$ cat src/design/tga_pkg.sv
// TGA stream decoder package: beat types, parser phase enum, header offsets
// and pixel depth codes. Used by every module of the decoder; no dependencies.
`timescale 1ns / 1ps

package tga_pkg;

  localparam logic [14:0] MAX_SIDE = 15'd32767;

  // header byte offsets
  localparam logic [4:0] HDR_ID_LEN = 5'd0;
  localparam logic [4:0] HDR_TYPE   = 5'd2;
  localparam logic [4:0] HDR_W_LO   = 5'd12;
  localparam logic [4:0] HDR_W_HI   = 5'd13;
  localparam logic [4:0] HDR_H_LO   = 5'd14;
  localparam logic [4:0] HDR_H_HI   = 5'd15;
  localparam logic [4:0] HDR_DEPTH  = 5'd16;
  localparam logic [4:0] HDR_LAST   = 5'd17;

  localparam logic [7:0] TYPE_RLE = 8'd10;

  localparam logic [5:0] PIX_16 = 6'd16;
  localparam logic [5:0] PIX_24 = 6'd24;
  localparam logic [5:0] PIX_32 = 6'd32;

  localparam logic [2:0] CH_RGB  = 3'd3;
  localparam logic [2:0] CH_RGBA = 3'd4;

  typedef enum logic [1:0] {
    PH_IDLE,
    PH_HEADER,
    PH_PIXELS,
    PH_DONE
  } tga_phase_t;

  typedef struct packed {
    logic [7:0] data_byte;
    logic       file_start;
  } tga_in_t;

  typedef struct packed {
    logic [7:0]  chan0;
    logic [7:0]  chan1;
    logic [7:0]  chan2;
    logic [7:0]  chan3;
    logic [2:0]  channel_count;
    logic [7:0]  repeat_count;
    logic        last_pixel;
    logic        error_code;
    logic [14:0] image_width;
    logic [14:0] image_height;
  } tga_out_t;

  // input register to parser
  typedef struct packed {
    logic    valid;
    tga_in_t beat;
  } tga_stage_t;

  // clamp a 16-bit header dimension
  function automatic logic [14:0] sat_side(input logic [15:0] v);
    logic [14:0] r;
    r = (v > {1'b0, MAX_SIDE}) ? MAX_SIDE : v[14:0];
    return r;
  endfunction

endpackage

$ cat src/design/tga_in_reg.sv
// TGA decoder input register: holds one accepted beat until the parser takes it.
// Depends on tga_pkg.
`timescale 1ns / 1ps

module tga_in_reg (
  input  logic                clk,
  input  logic                rst_n,
  input  logic                in_valid,
  output logic                in_ready,
  input  tga_pkg::tga_in_t    in_data,
  input  logic                take,
  output tga_pkg::tga_stage_t stage
);
  import tga_pkg::*;

  logic    vld_r;
  tga_in_t beat_r;

  assign in_ready = !vld_r || take;

  always_ff @(posedge clk) begin
    if (!rst_n) begin
      vld_r <= 1'b0;
    end else if (in_ready) begin
      vld_r <= in_valid;
    end
  end

  always_ff @(posedge clk) begin
    if (in_valid && in_ready) begin
      beat_r <= in_data;
    end
  end

  assign stage.valid = vld_r;
  assign stage.beat  = beat_r;

endmodule

$ cat src/design/tga_parser.sv
// TGA decoder parser: header, id skip, RLE packets and pixel assembly, one beat
// per advance. Depends on tga_pkg.
`timescale 1ns / 1ps

module tga_parser (
  input  logic                clk,
  input  logic                rst_n,
  input  tga_pkg::tga_stage_t stage,
  input  logic                advance,
  output logic                res_valid,
  output tga_pkg::tga_out_t   res
);
  import tga_pkg::*;

  tga_phase_t  phase_r, phase_nxt, ph_eff;
  logic [4:0]  hdr_pos_r, hdr_pos_nxt, pos_eff;
  logic [7:0]  id_skip_r, id_skip_nxt;
  logic        rle_r, rle_nxt;
  logic [14:0] width_r, width_nxt;
  logic [14:0] height_r, height_nxt;
  logic [5:0]  depth_r, depth_nxt, depth_eff;
  logic [29:0] total_r;
  logic [29:0] remaining_r, remaining_nxt;
  logic [7:0]  pkt_rem_r, pkt_rem_nxt;
  logic        pkt_rep_r, pkt_rep_nxt;
  logic [1:0]  byte_idx_r, byte_idx_nxt;
  logic [23:0] partial_r, partial_nxt;

  logic        fs;
  logic [7:0]  b;
  logic        pix_last;
  logic [7:0]  pk;
  logic [7:0]  n;
  logic [15:0] v16;

  assign fs        = stage.beat.file_start;
  assign b         = stage.beat.data_byte;
  assign ph_eff    = fs ? PH_HEADER : phase_r;
  assign pos_eff   = fs ? HDR_ID_LEN : hdr_pos_r;
  assign depth_eff = fs ? '0 : depth_r;

  // next phase
  always_comb begin
    phase_nxt = phase_r;
    if (advance) begin
      phase_nxt = ph_eff;
      case (ph_eff)
        PH_HEADER: begin
          if (pos_eff == HDR_LAST) begin
            if (depth_eff == '0 || total_r == '0) begin
              phase_nxt = PH_DONE;
            end else begin
              phase_nxt = PH_PIXELS;
            end
          end
        end
        PH_PIXELS: begin
          if (pix_last) begin
            phase_nxt = PH_DONE;
          end
        end
        default: ;
      endcase
    end
  end

  // datapath and result
  always_comb begin
    hdr_pos_nxt   = hdr_pos_r;
    id_skip_nxt   = id_skip_r;
    rle_nxt       = rle_r;
    width_nxt     = width_r;
    height_nxt    = height_r;
    depth_nxt     = depth_r;
    remaining_nxt = remaining_r;
    pkt_rem_nxt   = pkt_rem_r;
    pkt_rep_nxt   = pkt_rep_r;
    byte_idx_nxt  = byte_idx_r;
    partial_nxt   = partial_r;
    res_valid     = 1'b0;
    res           = '0;
    pix_last      = 1'b0;
    pk            = {1'b0, b[6:0]} + 8'd1;
    n             = 8'd1;
    v16           = {b, partial_r[7:0]};

    if (advance) begin
      if (fs) begin
        hdr_pos_nxt   = '0;
        id_skip_nxt   = '0;
        rle_nxt       = 1'b0;
        width_nxt     = '0;
        height_nxt    = '0;
        depth_nxt     = '0;
        remaining_nxt = '0;
        pkt_rem_nxt   = '0;
        pkt_rep_nxt   = 1'b0;
        byte_idx_nxt  = '0;
        partial_nxt   = '0;
      end
      res.image_width  = width_nxt;
      res.image_height = height_nxt;

      case (ph_eff)
        PH_HEADER: begin
          case (hdr_pos_nxt)
            HDR_ID_LEN: id_skip_nxt = b;
            HDR_TYPE:   rle_nxt = (b == TYPE_RLE);
            HDR_W_LO:   width_nxt = {7'd0, b};
            HDR_W_HI:   width_nxt = sat_side({b, width_nxt[7:0]});
            HDR_H_LO:   height_nxt = {7'd0, b};
            HDR_H_HI:   height_nxt = sat_side({b, height_nxt[7:0]});
            HDR_DEPTH: begin
              if (b == {2'b00, PIX_24} || b == {2'b00, PIX_32} ||
                  (b == {2'b00, PIX_16} && !rle_nxt)) begin
                depth_nxt = b[5:0];
              end else begin
                depth_nxt = '0;
              end
            end
            HDR_LAST: begin
              remaining_nxt = total_r;
              if (depth_nxt == '0) begin
                res_valid      = 1'b1;
                res.error_code = 1'b1;
              end
            end
            default: ;
          endcase
          if (hdr_pos_nxt != HDR_LAST) begin
            hdr_pos_nxt = hdr_pos_nxt + 5'd1;
          end
        end

        PH_PIXELS: begin
          if (id_skip_r != '0) begin
            id_skip_nxt = id_skip_r - 8'd1;
          end else if (rle_r && pkt_rem_r == '0) begin
            // packet header: both kinds carry count-1 in the low seven bits
            pkt_rep_nxt = b[7];
            pkt_rem_nxt = (remaining_r < {22'd0, pk}) ? remaining_r[7:0] : pk;
          end else if ({1'b0, byte_idx_r} + 3'd1 < depth_r[5:3]) begin
            case (byte_idx_r)
              2'd0:    partial_nxt[7:0]   = b;
              2'd1:    partial_nxt[15:8]  = b;
              2'd2:    partial_nxt[23:16] = b;
              default: ;
            endcase
            byte_idx_nxt = byte_idx_r + 2'd1;
          end else begin
            if (depth_r == PIX_16) begin
              res.chan0         = {v16[14:10], 3'b000};
              res.chan1         = {v16[9:5], 3'b000};
              res.chan2         = {v16[4:0], 3'b000};
              res.channel_count = CH_RGB;
            end else if (depth_r == PIX_24) begin
              res.chan0         = partial_r[7:0];
              res.chan1         = partial_r[15:8];
              res.chan2         = b;
              res.channel_count = CH_RGB;
            end else begin
              res.chan0         = partial_r[7:0];
              res.chan1         = partial_r[15:8];
              res.chan2         = partial_r[23:16];
              res.chan3         = b;
              res.channel_count = CH_RGBA;
            end
            byte_idx_nxt = '0;
            partial_nxt  = '0;
            if (rle_r && pkt_rep_r) begin
              n           = pkt_rem_r;
              pkt_rem_nxt = '0;
            end else if (rle_r && pkt_rem_r != '0) begin
              pkt_rem_nxt = pkt_rem_r - 8'd1;
            end
            remaining_nxt    = remaining_r - {22'd0, n};
            pix_last         = (remaining_nxt == '0);
            res_valid        = 1'b1;
            res.repeat_count = n;
            res.last_pixel   = pix_last;
          end
        end

        default: ;
      endcase
    end
  end

  always_ff @(posedge clk) begin
    if (!rst_n) begin
      phase_r     <= PH_IDLE;
      hdr_pos_r   <= '0;
      id_skip_r   <= '0;
      rle_r       <= 1'b0;
      width_r     <= '0;
      height_r    <= '0;
      depth_r     <= '0;
      total_r     <= '0;
      remaining_r <= '0;
      pkt_rem_r   <= '0;
      pkt_rep_r   <= 1'b0;
      byte_idx_r  <= '0;
      partial_r   <= '0;
    end else begin
      phase_r     <= phase_nxt;
      hdr_pos_r   <= hdr_pos_nxt;
      id_skip_r   <= id_skip_nxt;
      rle_r       <= rle_nxt;
      width_r     <= width_nxt;
      height_r    <= height_nxt;
      depth_r     <= depth_nxt;
      // image size settles before the last header byte is parsed
      total_r     <= {15'd0, width_r} * {15'd0, height_r};
      remaining_r <= remaining_nxt;
      pkt_rem_r   <= pkt_rem_nxt;
      pkt_rep_r   <= pkt_rep_nxt;
      byte_idx_r  <= byte_idx_nxt;
      partial_r   <= partial_nxt;
    end
  end

`ifndef ASSERT_OFF
  a_remaining_in_range: assert property (@(posedge clk) disable iff (!rst_n)
    phase_r == PH_PIXELS |-> remaining_r != '0 && remaining_r <= total_r)
    else $error("pixels left out of range while decoding");

  a_packet_within_image: assert property (@(posedge clk) disable iff (!rst_n)
    phase_r == PH_PIXELS && rle_r |-> {22'd0, pkt_rem_r} <= remaining_r)
    else $error("run packet extends past the image");

  a_byte_index_bound: assert property (@(posedge clk) disable iff (!rst_n)
    phase_r == PH_PIXELS |-> {1'b0, byte_idx_r} < depth_r[5:3])
    else $error("pixel byte index beyond pixel size");

  a_last_ends_image: assert property (@(posedge clk) disable iff (!rst_n)
    advance && res_valid && res.last_pixel |=> phase_r == PH_DONE)
    else $error("decoding continued after the last pixel");
`endif

endmodule

$ cat src/design/tga_out_reg.sv
// TGA decoder result register: holds one result beat until the receiver takes it.
// Depends on tga_pkg.
`timescale 1ns / 1ps

module tga_out_reg (
  input  logic              clk,
  input  logic              rst_n,
  input  logic              load,
  input  tga_pkg::tga_out_t res,
  output logic              can_load,
  output logic              out_valid,
  input  logic              out_ready,
  output tga_pkg::tga_out_t out_data
);
  import tga_pkg::*;

  logic     vld_r;
  tga_out_t data_r;

  assign can_load = !vld_r || out_ready;

  always_ff @(posedge clk) begin
    if (!rst_n) begin
      vld_r <= 1'b0;
    end else if (can_load) begin
      vld_r <= load;
    end
  end

  always_ff @(posedge clk) begin
    if (can_load && load) begin
      data_r <= res;
    end
  end

  assign out_valid = vld_r;
  assign out_data  = data_r;

endmodule

$ cat src/design/targa_image_stream_decoder.sv
// TGA image stream decoder top level: input register, parser, result register.
// Depends on tga_pkg, tga_in_reg, tga_parser, tga_out_reg.
`timescale 1ns / 1ps

// Usage:
//   in_data carries one file byte per beat; set file_start on the first byte
//   of each file, which restarts the parser from any point.
//   out_data carries one pixel (or one run of equal pixels, see repeat_count)
//   per beat, or a single error beat when the pixel depth is unsupported.
//   Header bytes, the id field and run packet headers produce no result.
// Timing: a byte accepted at one edge is parsed at the next edge at which
//   the result register is free; its result is on out_data from then on.
// Throughput: one byte per cycle while the output is not stalled, set by the
//   single parser pass between the input and result registers.
// Reset: rst_n low clears both registers and the parser; bytes are ignored
//   until one arrives with file_start set.
// Stall: while out_ready is low a result is held; the input register still
//   takes one more byte, then in_ready drops until the result is taken.
module targa_image_stream_decoder (
  input  logic              clk,
  input  logic              rst_n,
  input  logic              in_valid,
  output logic              in_ready,
  input  tga_pkg::tga_in_t  in_data,
  output logic              out_valid,
  input  logic              out_ready,
  output tga_pkg::tga_out_t out_data
);
  import tga_pkg::*;

  tga_stage_t stage;
  tga_out_t   res;
  logic       res_valid;
  logic       can_load;
  logic       advance;

  assign advance = stage.valid && can_load;

  tga_in_reg u_in_reg (
    .clk      (clk),
    .rst_n    (rst_n),
    .in_valid (in_valid),
    .in_ready (in_ready),
    .in_data  (in_data),
    .take     (advance),
    .stage    (stage)
  );

  tga_parser u_parser (
    .clk       (clk),
    .rst_n     (rst_n),
    .stage     (stage),
    .advance   (advance),
    .res_valid (res_valid),
    .res       (res)
  );

  tga_out_reg u_out_reg (
    .clk       (clk),
    .rst_n     (rst_n),
    .load      (advance && res_valid),
    .res       (res),
    .can_load  (can_load),
    .out_valid (out_valid),
    .out_ready (out_ready),
    .out_data  (out_data)
  );

endmodule
$ cat config.mk
export PLATFORM = sky130hd
export DESIGN_NAME = targa_image_stream_decoder
export DESIGN_NICKNAME = d
export VERILOG_FILES = /design/src/design/tga_pkg.sv /design/src/design/tga_in_reg.sv /design/src/design/tga_parser.sv /design/src/design/tga_out_reg.sv /design/src/design/targa_image_stream_decoder.sv
export SDC_FILE = /design/constraint.sdc
export NUM_CORES = 1
export LEC_CHECK = 0
export BUFFER_PORTS_ARGS = -buffer_cell sky130_fd_sc_hd__buf_2
export CAP_MARGIN = 40
export CORE_UTILIZATION = 50
export CTS_CLUSTER_SIZE = 40
export DETAILED_ROUTE_END_ITERATION = 10
export PLACE_DENSITY = 0.75
export REMOVE_ABC_BUFFERS = 1
export SKIP_LAST_GASP = 1
export SLEW_MARGIN = 5
export SYNTH_ARGS = -nofsm -noshare
export SYNTH_HDL_FRONTEND = slang
export SYNTH_SLANG_ARGS = --single-unit
export TNS_END_PERCENT = 50
$ cat constraint.sdc
create_clock -name clk -period 16.45 [get_ports clk]
set_clock_uncertainty 0.15 [all_clocks]
set_input_delay 1.645 -clock clk [delete_from_list [all_inputs] [get_ports clk]]
set_output_delay 1.645 -clock clk [all_outputs]
set_load 0.005 [all_outputs]
==> run_results.csv <==
group,metric,value,unit
route,met2_length,25100,µm
route,postRouteAntennaNets,0,
critical_path,worstSetupEndpointType,"flip-flop",
yosys,ys_seq_elements,232,
clock_tree,cts-root-buf,"clkbuf_16",
die,ios,90,
timing,finalHoldViolations,0,
route,met3WireLength,3650,µm
yosys,synthSimpleGateAreaFrac,21.9,%
placed_design,finalWeightedCongestion,0.953,
route,viasPerCell,5.83,
clock_tree,cts_resized,0,
final_layout,finalCoreUtilization,56.0,%
yosys,synthFlopType,"dfxtp_1",
critical_path,path_class,"reg -> reg",
placed_design,placed_cell_area,20300,µm²
die,start_util,51.2,%
critical_path,path_cells,"nand2_1, fa_1, fa_1, inv_1, fa_1, fa_1, fa_1, inv_1, fa_1, inv_1, ha_1, a21oi_1, o21ai_0, a31oi_1, a21o_1, nand2_1, o31ai_1, mux2i_1, o311ai_0",
yosys,synth_async_sr_flop_share,0,%
power,p_leak,9.37,nW
timing,finalSetupViolCount,0,
power,powerDensity,64.4,nW/µm²
timing,final.setup.tns,0,ns
final_layout,finalInstanceArea,21200,µm²
yosys,synth-edff-count,83,
yosys,ys_warn_count,0,
placed_design,dp_hpwl,38300,µm
job,maxCapViolations,0,
yosys,synth_top_family_by_area,"adder cells",
hold_path,hold_start,"u_parser.remaining_r[21]$_SDFFE_PN0P_",
grt,grt_pass1_vias,16000,
die,core,37900,µm²
yosys,synth-xor-area-share,1.58,%
clock_tree,ctsLongestPathBuffers,3,
route,top_layer,"met4",
final_layout,final_cells,2738,
critical_path,cp.arrival,6.81,ns
die,die_x,199,µm
final_layout,n_fill_cell,3332,
yosys,synthesis.area,19400,µm²
grt,grt_max_degree,82,
route,drtIter0Drc,1612,
route,vias,16000,
status,outcome,"finished clean",
final_layout,final_nets,2515,
yosys,synthMuxAreaShare,0.889,%
die,rows,71,
grt,overflow,0,
placed_design,dp_cells,2688,
timing,fin_crit_sh,39.8,%
grt,track_usage,27.1,%
clock_tree,clkLatencyLatePin,0.58,ns
grt,grt_pass1_wl,85100,µm
placed_design,port_buffers,89,
timing,finalMaxSlewViolations,0,
clock_tree,clk_pin_slew,0.06,ns
clock_tree,post-cts-setup-buffers,0,
timing,layout_min_cycle_time,6.54,ns
route,wire_per_inst,19.3,µm
critical_path,crit_path_max_fanout,17,
yosys,synth_cells,2199,
timing,slew_headroom,39.3,%
grt,antenna_found_initial,0,
hold_path,worst_hold_path_type,"reg -> reg",
critical_path,r2r_start,"u_parser.width_r[6]$_SDFFE_PN0P_",
clock_tree,cts_inserted_buffers,27,
yosys,syn_avg_cell_area,8.83,µm²
final_layout,drive_above_1_share,8.71,%
critical_path,worst_ep_required_time,16.72,ns
critical_path,slowest_delay,0.74,ns
yosys,synth_fa_ha_area_share,25.6,%
yosys,seq_area_frac_synth,28.2,%
route,met1Wirelength,22800,µm
clock_tree,cts-hold-fix-buffers,0,
critical_path,critPathLaunchType,"flip-flop",
timing,grt_setup_unrepaired,"false",
timing,worstMarginPinSlew,0.907,ns
clock_tree,cts_tree,"done",
clock_tree,htree_levels,1,
route,drt_wl_total,52900,µm
route,first_pass_iters,6,
yosys,ys_types,85,
critical_path,crit_path_start,"u_parser.width_r[6]$_SDFFE_PN0P_",
final_layout,syn_to_final_growth,9.38,%
die,die_area,39600,µm²
yosys,synth-compound-area-share,14.7,%
die,die_h,199,µm
critical_path,cp_slowest_cell,"dfxtp_1",
clock_tree,cts_sinks,232,
timing,fmax,0.153,GHz
critical_path,crit_path_frequent_cell,"fa_1",
power,irDropWorstVdd,79.0,µV
route,post-route-drc-count,0,
final_layout,diodes,0,
==> layout make-up <==
cell class	count	area (µm²)	area share, %
clock inverters	16	238	1.12
well taps	511	639	3.01
inverters	232	871	4.10
flip-flops and latches	232	5480	25.8
multi-input cells	1600	12600	59.2
repair buffers	113	701	3.30
clock buffers	34	752	3.54
==> per-stage QoR <==
step	total power, mW	worst slack (ns)	hold slack (ns)
floorplan	0.666	6.32	0.298
global placement	0.702	10.17	0.321
detailed placement	0.707	9.98	0.325
CTS	1.37	9.95	0.338
global route	1.40	9.58	0.355
finish	1.37	9.91	0.340
==> critical path, delay by kind of cell, from the launching register on <==
| kind | cells | cell delay [ns] |
|---|---|---|
| flops | 1 | 0.74 |
| buf+inv | 3 | 0.14 |
| mux | 1 | 0.22 |
| simple gates | 2 | 0.37 |
| compound gates | 6 | 1.30 |
| fa+ha+maj | 7 | 3.50 |
==> cell families after synthesis <==
group / Yosys count
mux: 17
simple gates: 812
buf+inv: 367
compound gates: 440
xor+xnor: 35
flops: 232
fa+ha+maj: 296
==> placed cells by master (no fill, tap or decap), drive strengths merged, types with 6 or more instances in the layout <==
master	count
edfxtp	83
nor2	61
xor2	8
fa	168
ha	128
or3	19
nor4	23
nor3b	6
and2	182
o21bai	8
o31ai	6
o21ai	114
o211ai	12
a22oi	23
o21a	15
nor3	37
a32oi	30
a21oi	119
or2	7
nor2b	64
nand2b	13
xnor2	27
a211oi	15
and3	49
clkbuf	34
nand4	12
a21boi	28
nand2	284
a31oi	11
dfxtp	149
inv	237
a21o	13
buf	113
nand3	33
mux2i	15
==> Yosys cell counts, types with 12 or more instances <==
cell type	instances	area share, %
nor2_1	60	1.2
nor4_1	20	0.64
or3_1	17	0.55
a32oi_1	30	1.4
nor2b_1	64	2.1
fa_1	168	17
xnor2_1	27	1.2
and2_1	182	5.9
edfxtp_1	83	13
ha_1	128	8.2
o211ai_1	12	0.46
nand2b_1	13	0.42
nand2_1	283	5.5
nand4_1	12	0.39
a21boi_0	27	1.0
dfxtp_1	149	15
and3_1	49	1.6
a211oi_1	13	0.50
inv_1	232	4.5
mux2i_1	15	0.77
o21ai_0	106	2.7
a22oi_1	23	0.89
nand3_1	32	0.82
clkbuf_1	123	2.4
a21o_1	13	0.50
nor3_1	36	0.93
a21oi_1	119	3.1
o21a_1	15	0.58
==> registers in the layout (all words and copies together), names as in the netlist, 9 cells and up <==
name	cells
u_in_reg.stage	9
u_out_reg.out_data	74
u_parser.height_r	15
u_parser.partial_r	24
u_parser.remaining_r	30
u_parser.total_r	30
u_parser.width_r	15
==> metal layers <==
metal | vias to the layer above | global-route usage (%)
li1 | 7432 | -
met1 | 7777 | 36.9
met2 | 653 | 45.1
met3 | 113 | 3.81
met4 | 0 | 7.26
met5 | - | 0
==> report_power, final <==
| group | internal [mW] | leakage (nW) | total (mW) | switching, mW |
|---|---|---|---|---|
| Sequential | 0.594 | 1.95 | 0.597 | 0.00310 |
| Combinational | 0.0307 | 6.92 | 0.101 | 0.0703 |
| Clock | 0.406 | 0.491 | 0.669 | 0.263 |
==> worst paths after layout <==
path	endpoint	slack [ns]	cells after the start
max	u_parser.total_r[23]$_SDFF_PN0_	9.91	19
min	u_parser.remaining_r[21]$_SDFFE_PN0P_	0.34	2
max reg2reg	u_parser.total_r[23]$_SDFF_PN0_	9.91	19
min reg2reg	u_parser.remaining_r[21]$_SDFFE_PN0P_	0.34	2
No activity file was read; power rests on OpenSTA's default activity.
